[config.mk]
export PLATFORM = sky130hd
export DESIGN_NAME = stream_pattern_replace
export DESIGN_NICKNAME = d
export VERILOG_FILES = /design/src/hdl/spr_pkg.sv /design/src/hdl/spr_window.sv /design/src/hdl/spr_emit.sv /design/src/hdl/stream_pattern_replace.sv
export SDC_FILE = /design/constraint.sdc
export NUM_CORES = 1
export LEC_CHECK = 0
export ABC_AREA = 1
export BUFFER_PORTS_ARGS = -buffer_cell sky130_fd_sc_hd__buf_4
export CORE_ASPECT_RATIO = 0.6
export CORE_MARGIN = 3
export CORE_UTILIZATION = 34
export CTS_CLUSTER_SIZE = 30
export DETAILED_ROUTE_END_ITERATION = 10
export SYNTH_ARGS = -nofsm -noshare
export SYNTH_HDL_FRONTEND = slang
export SYNTH_HIERARCHICAL = 1
export SYNTH_SLANG_ARGS = --single-unit
[constraint.sdc]
create_clock -name clk -period 10.96 [get_ports clk]
set_input_delay 1.644 -clock clk [delete_from_list [all_inputs] [get_ports clk]]
set_output_delay 1.644 -clock clk [all_outputs]
set_load 0.01 [all_outputs]
[src/hdl/spr_pkg.sv]
package spr_pkg;

	localparam int BYTE_W              = 8;
	localparam int CFG_DATA_W          = 64;
	localparam int CFG_IDX_W           = 2;
	localparam int LEN_W               = 4;
	localparam int MAX_PATTERN_DEF     = 8;
	localparam int MAX_REPLACEMENT_DEF = 8;

	typedef enum logic [CFG_IDX_W-1:0] {
		REG_PATTERN_BYTES      = 2'd0,
		REG_PATTERN_LENGTH     = 2'd1,
		REG_REPLACEMENT_BYTES  = 2'd2,
		REG_REPLACEMENT_LENGTH = 2'd3
	} cfg_reg_t;

	// Control side of one result group.
	typedef struct packed {
		logic marker;   // group is a lone end marker
		logic last;     // final group of the string
	} bundle_ctl_t;

endpackage

[src/hdl/spr_window.sv]
module spr_window import spr_pkg::*; #(
	parameter int MAX_PATTERN     = MAX_PATTERN_DEF,
	parameter int MAX_REPLACEMENT = MAX_REPLACEMENT_DEF,
	localparam int PLEN_W = $clog2(MAX_PATTERN + 1),
	localparam int RLEN_W = $clog2(MAX_REPLACEMENT + 1),
	localparam int RES_N  = (MAX_PATTERN > MAX_REPLACEMENT) ? MAX_PATTERN : MAX_REPLACEMENT,
	localparam int CNT_W  = $clog2(RES_N + 1)
) (
	input  logic                          clk,
	input  logic                          arst_n,
	input  logic                          clear_fill,
	input  logic                          advance,
	input  logic [PLEN_W-1:0]             plen,
	input  logic [RLEN_W-1:0]             rlen,
	input  logic [CFG_DATA_W-1:0]         pattern,
	input  logic [CFG_DATA_W-1:0]         replacement,
	input  logic [BYTE_W-1:0]             data_in,
	input  logic                          last_in,
	output logic [RES_N-1:0][BYTE_W-1:0]  res_bytes,
	output logic [CNT_W-1:0]              res_cnt,
	output bundle_ctl_t                   res_ctl
);

	localparam int WIN_IW = (MAX_PATTERN > 1) ? $clog2(MAX_PATTERN) : 1;

	logic [MAX_PATTERN-1:0][BYTE_W-1:0] window_q;
	logic [PLEN_W-1:0]                  fill_q;

	logic [MAX_PATTERN-1:0][BYTE_W-1:0] win_w;
	logic [MAX_PATTERN-1:0][BYTE_W-1:0] win_shift;
	logic [MAX_PATTERN-1:0][BYTE_W-1:0] window_d;
	logic [PLEN_W-1:0]                  fill_eff;
	logic [PLEN_W-1:0]                  f_inc;
	logic [PLEN_W-1:0]                  fill_d;
	logic                               fire;
	logic                               hit;
	logic                               marker;

	always_comb begin
		fill_eff = (fill_q >= plen) ? '0 : fill_q;
		win_w = window_q;
		win_w[fill_eff[WIN_IW-1:0]] = data_in;
		f_inc = fill_eff + PLEN_W'(1);
		fire  = (f_inc == plen);

		hit = 1'b1;
		for (int i = 0; i < MAX_PATTERN; i++) begin
			if (PLEN_W'(i) < plen && win_w[i] != pattern[BYTE_W*i +: BYTE_W]) begin
				hit = 1'b0;
			end
		end

		win_shift = win_w;
		for (int i = 0; i < MAX_PATTERN - 1; i++) begin
			win_shift[i] = win_w[i+1];
		end

		res_bytes = '0;
		res_cnt   = '0;
		marker    = 1'b0;
		window_d  = win_w;
		if (plen == '0) begin
			res_bytes[0] = data_in;
			res_cnt      = CNT_W'(1);
			fill_d       = '0;
		end else if (fire && hit) begin
			for (int i = 0; i < MAX_REPLACEMENT; i++) begin
				res_bytes[i] = replacement[BYTE_W*i +: BYTE_W];
			end
			res_cnt = CNT_W'(rlen);
			fill_d  = '0;
		end else if (fire) begin
			// Miss: oldest byte goes out; on last the whole window follows.
			for (int i = 0; i < MAX_PATTERN; i++) begin
				res_bytes[i] = win_w[i];
			end
			res_cnt  = last_in ? CNT_W'(plen) : CNT_W'(1);
			fill_d   = plen - PLEN_W'(1);
			window_d = win_shift;
		end else begin
			for (int i = 0; i < MAX_PATTERN; i++) begin
				res_bytes[i] = win_w[i];
			end
			res_cnt = last_in ? CNT_W'(f_inc) : '0;
			fill_d  = f_inc;
		end

		if (last_in) begin
			fill_d = '0;
		end
		if (last_in && res_cnt == '0) begin
			marker    = 1'b1;
			res_cnt   = CNT_W'(1);
			res_bytes = '0;
		end

		res_ctl.marker = marker;
		res_ctl.last   = last_in;
	end

	always_ff @(posedge clk) begin
		if (advance) begin
			window_q <= window_d;
		end
	end

	always_ff @(posedge clk or negedge arst_n) begin
		if (!arst_n) begin
			fill_q <= '0;
		end else if (clear_fill) begin
			fill_q <= '0;
		end else if (advance) begin
			fill_q <= fill_d;
		end
	end

endmodule

[src/hdl/spr_emit.sv]
module spr_emit import spr_pkg::*; #(
	parameter int MAX_PATTERN     = MAX_PATTERN_DEF,
	parameter int MAX_REPLACEMENT = MAX_REPLACEMENT_DEF,
	localparam int RES_N = (MAX_PATTERN > MAX_REPLACEMENT) ? MAX_PATTERN : MAX_REPLACEMENT,
	localparam int CNT_W = $clog2(RES_N + 1)
) (
	input  logic                          clk,
	input  logic                          arst_n,
	input  logic                          load,
	input  logic [RES_N-1:0][BYTE_W-1:0]  ld_bytes,
	input  logic [CNT_W-1:0]              ld_cnt,
	input  bundle_ctl_t                   ld_ctl,
	output logic                          free,
	output logic                          rslt_valid,
	input  logic                          rslt_ready,
	output logic [BYTE_W-1:0]             out_byte,
	output logic                          out_valid,
	output logic                          out_last
);

	localparam int IDX_W = (RES_N > 1) ? $clog2(RES_N) : 1;

	logic [RES_N-1:0][BYTE_W-1:0] bytes_s2;
	logic [CNT_W-1:0]             cnt_s2;
	bundle_ctl_t                  ctl_s2;
	logic                         busy_s2;
	logic [IDX_W-1:0]             idx_q;
	logic                         last_one;

	assign last_one   = (CNT_W'(idx_q) == cnt_s2 - CNT_W'(1));
	assign free       = !busy_s2 || (rslt_ready && last_one);
	assign rslt_valid = busy_s2;
	assign out_byte   = bytes_s2[idx_q];
	assign out_valid  = !ctl_s2.marker;
	assign out_last   = ctl_s2.last && last_one;

	always_ff @(posedge clk) begin
		if (load) begin
			bytes_s2 <= ld_bytes;
			cnt_s2   <= ld_cnt;
			ctl_s2   <= ld_ctl;
		end
	end

	always_ff @(posedge clk or negedge arst_n) begin
		if (!arst_n) begin
			busy_s2 <= 1'b0;
			idx_q   <= '0;
		end else if (load) begin
			busy_s2 <= 1'b1;
			idx_q   <= '0;
		end else if (busy_s2 && rslt_ready) begin
			if (last_one) begin
				busy_s2 <= 1'b0;
			end else begin
				idx_q <= idx_q + IDX_W'(1);
			end
		end
	end

endmodule

[src/hdl/stream_pattern_replace.sv]
// Greedy, non-overlapping find and replace over a byte stream.
// Input channel in_valid/in_ready moves one byte (in_byte, in_last) per
// transfer. Result channel rslt_valid/rslt_ready moves one result per
// transfer: out_byte, out_valid (0 on an end-only marker), out_last.
// Configuration is a write port (cfg_we, cfg_index, cfg_data) with no wait;
// write it only while the stream is idle. Writing the pattern length drops
// any bytes held in the match window.
// Flow: an accepted byte is held in the input register; once the output buffer
// is free, its result group, if it has any, is loaded into the output buffer,
// which shows the results one at a time on the result channel.
// Throughput: one byte per cycle while rslt_ready is high and each byte
// yields at most one result. A byte that yields n results holds the output
// buffer until the single result port has passed all n on, one per cycle.
// Stalls: with rslt_ready low the current result holds; one more byte waits
// in the input register, then in_ready drops.
// Reset (arst_n low): control and config registers cleared to zero, window empty, pass-through.
module stream_pattern_replace import spr_pkg::*; #(
	parameter int MAX_PATTERN     = MAX_PATTERN_DEF,
	parameter int MAX_REPLACEMENT = MAX_REPLACEMENT_DEF
) (
	input  logic                  clk,
	input  logic                  arst_n,
	input  logic                  cfg_we,
	input  logic [CFG_IDX_W-1:0]  cfg_index,
	input  logic [CFG_DATA_W-1:0] cfg_data,
	input  logic                  in_valid,
	output logic                  in_ready,
	input  logic [BYTE_W-1:0]     in_byte,
	input  logic                  in_last,
	output logic                  rslt_valid,
	input  logic                  rslt_ready,
	output logic [BYTE_W-1:0]     out_byte,
	output logic                  out_valid,
	output logic                  out_last
);

	localparam int PLEN_W = $clog2(MAX_PATTERN + 1);
	localparam int RLEN_W = $clog2(MAX_REPLACEMENT + 1);
	localparam int RES_N  = (MAX_PATTERN > MAX_REPLACEMENT) ? MAX_PATTERN : MAX_REPLACEMENT;
	localparam int CNT_W  = $clog2(RES_N + 1);

	// Configuration registers
	logic [CFG_DATA_W-1:0] pattern_bytes_q;
	logic [LEN_W-1:0]      pattern_length_q;
	logic [CFG_DATA_W-1:0] replacement_bytes_q;
	logic [LEN_W-1:0]      replacement_length_q;
	logic                  clear_fill;

	// Input register
	logic [BYTE_W-1:0] data_s1;
	logic              last_s1;
	logic              valid_s1;

	logic [PLEN_W-1:0]             plen;
	logic [RLEN_W-1:0]             rlen;
	logic                          advance;
	logic                          emit_free;
	logic [RES_N-1:0][BYTE_W-1:0]  res_bytes;
	logic [CNT_W-1:0]              res_cnt;
	bundle_ctl_t                   res_ctl;

	// Decode configuration writes; a pattern length write empties the window.
	always_ff @(posedge clk or negedge arst_n) begin
		if (!arst_n) begin
			pattern_bytes_q      <= '0;
			pattern_length_q     <= '0;
			replacement_bytes_q  <= '0;
			replacement_length_q <= '0;
		end else if (cfg_we) begin
			unique case (cfg_reg_t'(cfg_index))
				REG_PATTERN_BYTES:      pattern_bytes_q      <= cfg_data;
				REG_PATTERN_LENGTH:     pattern_length_q     <= cfg_data[LEN_W-1:0];
				REG_REPLACEMENT_BYTES:  replacement_bytes_q  <= cfg_data;
				REG_REPLACEMENT_LENGTH: replacement_length_q <= cfg_data[LEN_W-1:0];
			endcase
		end
	end

	assign clear_fill = cfg_we && (cfg_reg_t'(cfg_index) == REG_PATTERN_LENGTH);

	// Saturate lengths to what the window and buffer can hold.
	assign plen = (pattern_length_q > LEN_W'(MAX_PATTERN)) ?
		PLEN_W'(MAX_PATTERN) : PLEN_W'(pattern_length_q);
	assign rlen = (replacement_length_q > LEN_W'(MAX_REPLACEMENT)) ?
		RLEN_W'(MAX_REPLACEMENT) : RLEN_W'(replacement_length_q);

	// Advance the held byte once the output buffer is empty or empties now.
	assign advance  = valid_s1 && emit_free;
	assign in_ready = !valid_s1 || emit_free;

	always_ff @(posedge clk) begin
		if (in_valid && in_ready) begin
			data_s1 <= in_byte;
			last_s1 <= in_last;
		end
	end

	always_ff @(posedge clk or negedge arst_n) begin
		if (!arst_n) begin
			valid_s1 <= 1'b0;
		end else if (in_valid && in_ready) begin
			valid_s1 <= 1'b1;
		end else if (advance) begin
			valid_s1 <= 1'b0;
		end
	end

	spr_window #(
		.MAX_PATTERN     (MAX_PATTERN),
		.MAX_REPLACEMENT (MAX_REPLACEMENT)
	) u_window (
		.clk         (clk),
		.arst_n      (arst_n),
		.clear_fill  (clear_fill),
		.advance     (advance),
		.plen        (plen),
		.rlen        (rlen),
		.pattern     (pattern_bytes_q),
		.replacement (replacement_bytes_q),
		.data_in     (data_s1),
		.last_in     (last_s1),
		.res_bytes   (res_bytes),
		.res_cnt     (res_cnt),
		.res_ctl     (res_ctl)
	);

	// Load the result group only when the byte produced something.
	spr_emit #(
		.MAX_PATTERN     (MAX_PATTERN),
		.MAX_REPLACEMENT (MAX_REPLACEMENT)
	) u_emit (
		.clk        (clk),
		.arst_n     (arst_n),
		.load       (advance && (res_cnt != '0)),
		.ld_bytes   (res_bytes),
		.ld_cnt     (res_cnt),
		.ld_ctl     (res_ctl),
		.free       (emit_free),
		.rslt_valid (rslt_valid),
		.rslt_ready (rslt_ready),
		.out_byte   (out_byte),
		.out_valid  (out_valid),
		.out_last   (out_last)
	);

endmodule

# ---- After elaboration in Yosys (flattened, before gate mapping)
# Cells that the tools add are included.
dict set report totals {
  wordCells 141
  input_bits 80
  ff_bits 288
  out_inout_bits 12
}
dict set report classes {
  n_lt_le_gt_ge 14
  n_addsub 4
  muxes 42
  n_eq_ne 14
  reduce_logical 38
}
# cell n
set ops {}
lappend ops {{2-to-1 mux 56 bit} 3}
lappend ops {{bitwise mux 64 bit} 1}
lappend ops {{2-to-1 mux 64 bit} 1}
lappend ops {{!= test 8 bit} 8}
lappend ops {{2-to-1 mux 4 bit} 15}
lappend ops {{binary-select mux 8 bit (select 3 bit)} 1}
lappend ops {{demux 8 bit (select 3 bit)} 1}
lappend ops {{2-to-1 mux 8 bit} 3}
lappend ops {{logical AND 1 bit} 18}
lappend ops {{< comparator 3 x 4 -> 1 bit (first input constant)} 4}
lappend ops {{2-to-1 mux 1 bit} 14}
lappend ops {{AND reduction 2 bit} 6}
lappend ops {{2-to-1 mux 3 bit} 3}
lappend ops {{greater-than comparator 4 bit (second input constant)} 2}
lappend ops {{logical NOT 4 bit} 2}
lappend ops {{< comparator 1 x 4 -> 1 bit (first input constant)} 2}
lappend ops {{< comparator 2 x 4 -> 1 bit (first input constant)} 2}
lappend ops {{< comparator 3 x 4 -> 1 bit (second input constant)} 2}
lappend ops {{nonzero test 2 bit} 4}
lappend ops {{subtractor 4 x 1 -> 4 bit (second input constant)} 2}
lappend ops {{adder 4 x 1 -> 4 bit (second input constant)} 1}
lappend ops {{equality test 2 bit (second input constant)} 2}
lappend ops {{equality test 3 x 4 -> 1 bit} 1}
lappend ops {{equality test 4 bit} 1}
lappend ops {{other kinds (10)} 13}

# ---- Longest topological paths before layout
dict set report logic_depth {
  depth_word 29
  mapped_depth 37
  mapped_depth_nobuf 34
}

# ---- Modules after synthesis
# The synthesis kept the hierarchy.
# mod cells_per_inst instances area_each_um2
set modules_own_cells {}
lappend modules_own_cells {spr_window 1268 1 7532.2}
lappend modules_own_cells {stream_pattern_replace 637 1 5943.2}
lappend modules_own_cells {spr_emit 250 1 3019.1}

# ---- Worst setup path before layout
# No wires, ideal clock.
dict set report synth_path {
  path_kind {register -> register}
  startpoint {reg u_window.fill_q[0]}
  endpoint {reg u_emit.idx_q[2]}
  arrival_time_ps 8193
  path_slack_ps 2644
  path_stages_with_launch 31
  required_time_ps 10837
  setup_ps 123
  period_less_slack_ps 8316
  path_cell_list {dfrtp_1 inv_1 buf_2 clkbuf_1 ha_1 nand2_1 inv_1 nand2_2 nand4_4 inv_2 buf_4 ha_1 xor2_1 a21oi_1 o21ai_1 a21oi_1 nand3_2 a21oi_1 nand2_1 nor2_4 nand3_1 nand3_1 nand3_1 o21ai_0 nor2_1 a21oi_1 inv_1 nand2_1 nand2_2 nand2_1 nand2_1}
}
dict set report synth_via {
  elab_chain_cells 27
  word_cells_on_any_way 48
  classes_between {1 x add/sub; 3 x order compare; 10 x eq/ne; 18 x mux; 16 x reduce/logical}
}
# element line
set synth_rtl {}
lappend synth_rtl {{from (decl)} spr_window.sv:27} ;# logic [PLEN_W-1:0] fill_q;
lappend synth_rtl {{from (signal assigned)} spr_window.sv:113} ;# fill_q <= fill_d;
lappend synth_rtl {{>= comparator 4 bit} spr_window.sv:40} ;# fill_eff = (fill_q >= plen) ? '0 : fill_q;
lappend synth_rtl {{2-to-1 mux 4 bit (*)} spr_window.sv:40}
lappend synth_rtl {{< comparator 3 x 4 -> 1 bit (not written as such) / >= comparator 3 x 1 -> 1 bit (equally long branches)} spr_window.sv:42} ;# win_w[fill_eff[WIN_IW-1:0]] = data_in;
lappend synth_rtl {{logical AND 1 bit (not written as such)} spr_window.sv:42}
lappend synth_rtl {{2-to-1 mux 8 bit (not written as such)} spr_window.sv:42}
lappend synth_rtl {{demux 8 bit (select 3 bit)} n/a}
lappend synth_rtl {{bitwise mux 64 bit} spr_window.sv:42}
lappend synth_rtl {{!= test 8 bit} spr_window.sv:48} ;# if (PLEN_W'(i) < plen && win_w[i] != pattern[BYTE_W*i +: BYTE_W]) begin
lappend synth_rtl {{[... 12 more ...]} n/a}
lappend synth_rtl {{logical NOT 4 bit} spr_window.sv:91} ;# if (last_in && res_cnt == '0) begin
lappend synth_rtl {{logical AND 1 bit} spr_window.sv:91}
lappend synth_rtl {{2-to-1 mux 4 bit (*)} spr_window.sv:91}
lappend synth_rtl {{named net res_cnt[0]} stream_pattern_replace.sv:59} ;# logic [CNT_W-1:0] res_cnt;
lappend synth_rtl {{nonzero test 4 bit (*)} stream_pattern_replace.sv:134} ;# .load (advance && (res_cnt != '0)),
lappend synth_rtl {{logical AND 1 bit (*)} stream_pattern_replace.sv:134}
lappend synth_rtl {{!= test 2 x 1 -> 1 bit (no source line) / nonzero test 2 bit (equally long branches)} n/a}
lappend synth_rtl {{AND reduction 2 bit (no source line)} n/a}
lappend synth_rtl {{to (signal assigned)} spr_emit.sv:56} ;# idx_q <= idx_q + IDX_W'(1);
lappend synth_rtl {{to (decl)} spr_emit.sv:27} ;# logic [IDX_W-1:0] idx_q;
# Mark *: on every way through the listed nets, which the timed path passes. The rest lies on a longest branch.
# A chain may end at the register's enable or synchronous reset.

==> metrics.cfg <==
[status]
status = finished, final reports clean

[global_route]
first_global_vias = 13570
grt.overflow.total = 0
grt_max_degree = 101
antenna_found_initial = 1
grt_pass1_wl_um = 84170
grtUsageTotal_pct = 21.31

[clocking]
cts_resized = 0
cts.sinks = 288
cts_buffers = 28
cts_setup_buffers = 0
clock_latency_ps = 580
cts-root-buf = clkbuf_16
cts_hold_buf = 0
h-tree-depth = 1
cts_tree = built
clockBufferDepth = 3
path_clk_slew_ps = 70

[critical_path]
crit_path_frequent_cell = nand2_1
slowest_delay_ps = 850
crit_path_end_kind = flop
reg2reg_from = pattern_length_q[3]
r2r-end = u_window/window_q[25]
cp_max_fo = 100
critPathSlowestCell = nand3_2
cp_data_required_time_ps = 11280
regToRegSetupSlack_ps = 3520
crit_path_start_kind = flop
worstRegToRegCells = 29
critPathKind = reg2reg
crit_arrival_ps = 7760

[placement]
post_dp_cell_area_um2 = 17360
place_congestion = 0.9094
portBuffers = 91
placed_cells = 2763
hpwl_um = 37920

[power_and_ir_drop]
power_mw = 4.693
power.leakage_nw = 8.924
power.density_nw_per_um2 = 256.4
ir_drop_uv = 128.3

[run]
cap_viol_max_count = 0

[yosys]
syn_inst = 2155
synthMuxAreaShare_pct = 0
synthArstFlopShare_pct = 50.35
syn_avg_cell_area_um2 = 7.654
synth-seq-cells = 288
yosysWarnings = 6
yosys.area_share.adder_pct = 0.7586
syn_nets = 2245
ys.flop_type = dfrtp_1
synth_edf_count = 143
synth-simple-area-share_pct = 33.25
synthTopCellsByArea = edfxtp_1 (26%), dfrtp_1 (22%), nand2_1 (16%), nand3_1 (7.0%), inv_1 (5.1%)
synth_area_um2 = 16490
yosys.area.top_type = edfxtp_1
synth_compound_area_share_pct = 7.730
yosysSeqAreaShare_pct = 48.03
yosys.area.top_type_share_pct = 26.03
synth-xor-area-share_pct = 0.2655
synthDistinctLibCells = 37
synth_top_family_by_area = simple AND/OR/NAND/NOR gates

[worst_hold_path]
hold_path_depth = 2
whs_endpoint = replacement_bytes_q[63]
hp-class = reg2reg
holdCritStartpoint = replacement_bytes_q[63]

[timing]
worst_slew_pin_slew_ps = 1072
tns_ps = 0
clock-skew-final_ps = 13.91
period_share_pct = 67.88
hold_violations = 0
drv_slew = 0
timing.fmax_ghz = 0.1344
final-setup-viol-count = 0
fin_crit_ps = 7439
rsz0062_at_grt = false
maxSlewHeadroom_pct = 28.52

[floorplan]
die_area_um2 = 51280
io_pins = 92
die_x_um = 290.4
start_util_pct = 35.03
row_count = 61
die_h_um = 176.6
core-area_um2 = 47090

[route]
drt-initial-drc-count = 1582
ant_nets = 0
post-route-drc-count = 0
drtPass1Iterations = 6
wire_per_inst_um = 19.81
wl_um = 55760
via_per_inst = 5.277
via_count = 14860

[final_layout]
final_nets = 2253
drive_above_1_share_pct = 10.76
final_cell_count_no_fill = 2815
design_area_um2 = 18310
syn_to_final_growth_pct = 10.98
diodes = 0

sequential cells by signal, summed over array words and instances (netlist names):
register,flops
u_emit/cnt_s2,4
replacement_bytes_q,64
pattern_length_q,4
pattern_bytes_q,64
u_emit/rslt_valid,1
u_window/fill_q,4
u_emit/idx_q,3
last_s1,1
u_window/window_q,64
valid_s1,1
replacement_length_q,4
data_s1,8
u_emit/bytes_s2,64
u_emit/ctl_s2,2
per-stage QoR:
step                      util (%)  hold WS, ps  setup WS (ps)
after CTS                    38.87        475.0           3671
after global placement       36.86        453.5           3900
final                        38.87        476.0           3521
after floorplan                  -        436.7           2644
after global routing         38.87        496.5           2831
after detailed placement     36.86        458.0           3671
worst max-delay path, delay by kind of cell, from the launching register on:
family	cells	cell delay, ps
AOI/OAI and AO/OA	1	110
adders and majority gates	1	310
buffers and inverters	7	2240
DFF	1	490
and+or+nand+nor	20	3950
kinds of logic (layout without fill, tap and decap cells):
| family | Yosys count | count (layout) |
|---|---|---|
| flops | 288 | 288 |
| buf+inv | 358 | 388 |
| simple gates | 1248 | 1248 |
| fa+ha+maj | 10 | 10 |
| xor+xnor | 5 | 5 |
| compound gates | 246 | 246 |
power by group:
| group | internal, mW | switching (mW) |
|---|---|---|
| combinational | 0.555 | 1.35 |
| sequential | 1.57 | 0.196 |
| clock | 0.575 | 0.452 |
layout by cell type, fill, tap and decap left out, types with 5 or more instances in the layout:
cell       instances
o21ai_0          146
nand3_2            6
edfxtp_1         143
nand4_1           75
nor2_4             5
o21ai_1           12
a31oi_1           15
clkbuf_16         30
ha_1              10
dfrtp_1          145
nand2_2           13
nand2_1          713
clkinv_2           8
nand3b_1          13
nor2_1           145
nor2_2            37
xor2_1             5
inv_2              6
inv_1            220
nand3_1          230
a21oi_1           65
buf_4            108
how the worst max path moves through the flow:
stage | startpoint | endpoint | slack [ps] | cells after the start
final | pattern_length_q[3] | u_window/window_q[25] | 3520 | 29
after global routing | pattern_length_q[3] | u_window/window_q[22] | 2830 | 29
after CTS | pattern_length_q[3] | u_window/window_q[23] | 3670 | 29
after detailed placement | pattern_length_q[3] | u_window/window_q[23] | 3670 | 29
after global placement | pattern_length_q[3] | u_window/window_q[20] | 3900 | 29
after floorplan | u_window/fill_q[0] | u_emit/idx_q[2] | 2640 | 30
synthesized netlist by cell type, types with 21 or more instances:
master    count
nand4_1      75
dfrtp_1     145
o21ai_0     146
buf_2        52
buf_4        21
edfxtp_1    143
a21oi_1      66
clkbuf_1     34
nand3_1     231
nor2_1      147
nand2_1     713
inv_1       222
nor2_2       37
final cells by class:
cell class              instances  area [um^2]
well taps                     630        788.3
flip-flops and latches        288         7923
clock inverters                13        118.9
clock buffers                  39        828.3
multi-input cells            1509         6969
inverters                     227        857.1
fillers                      4906        28790
repair buffers                109        822.0
routing by layer:
metal / vias to the layer above / GRT usage [%] / routed length (um)
li1: 7036 / - / -
met1: 7075 / 32.94 / 26360
met2: 663 / 29.10 / 21840
met3: 79 / 5.882 / 6315
met4: 2 / 4.761 / 1234
met5: - / 0 / 12
Note: power is estimated with default switching activity, not from simulation.
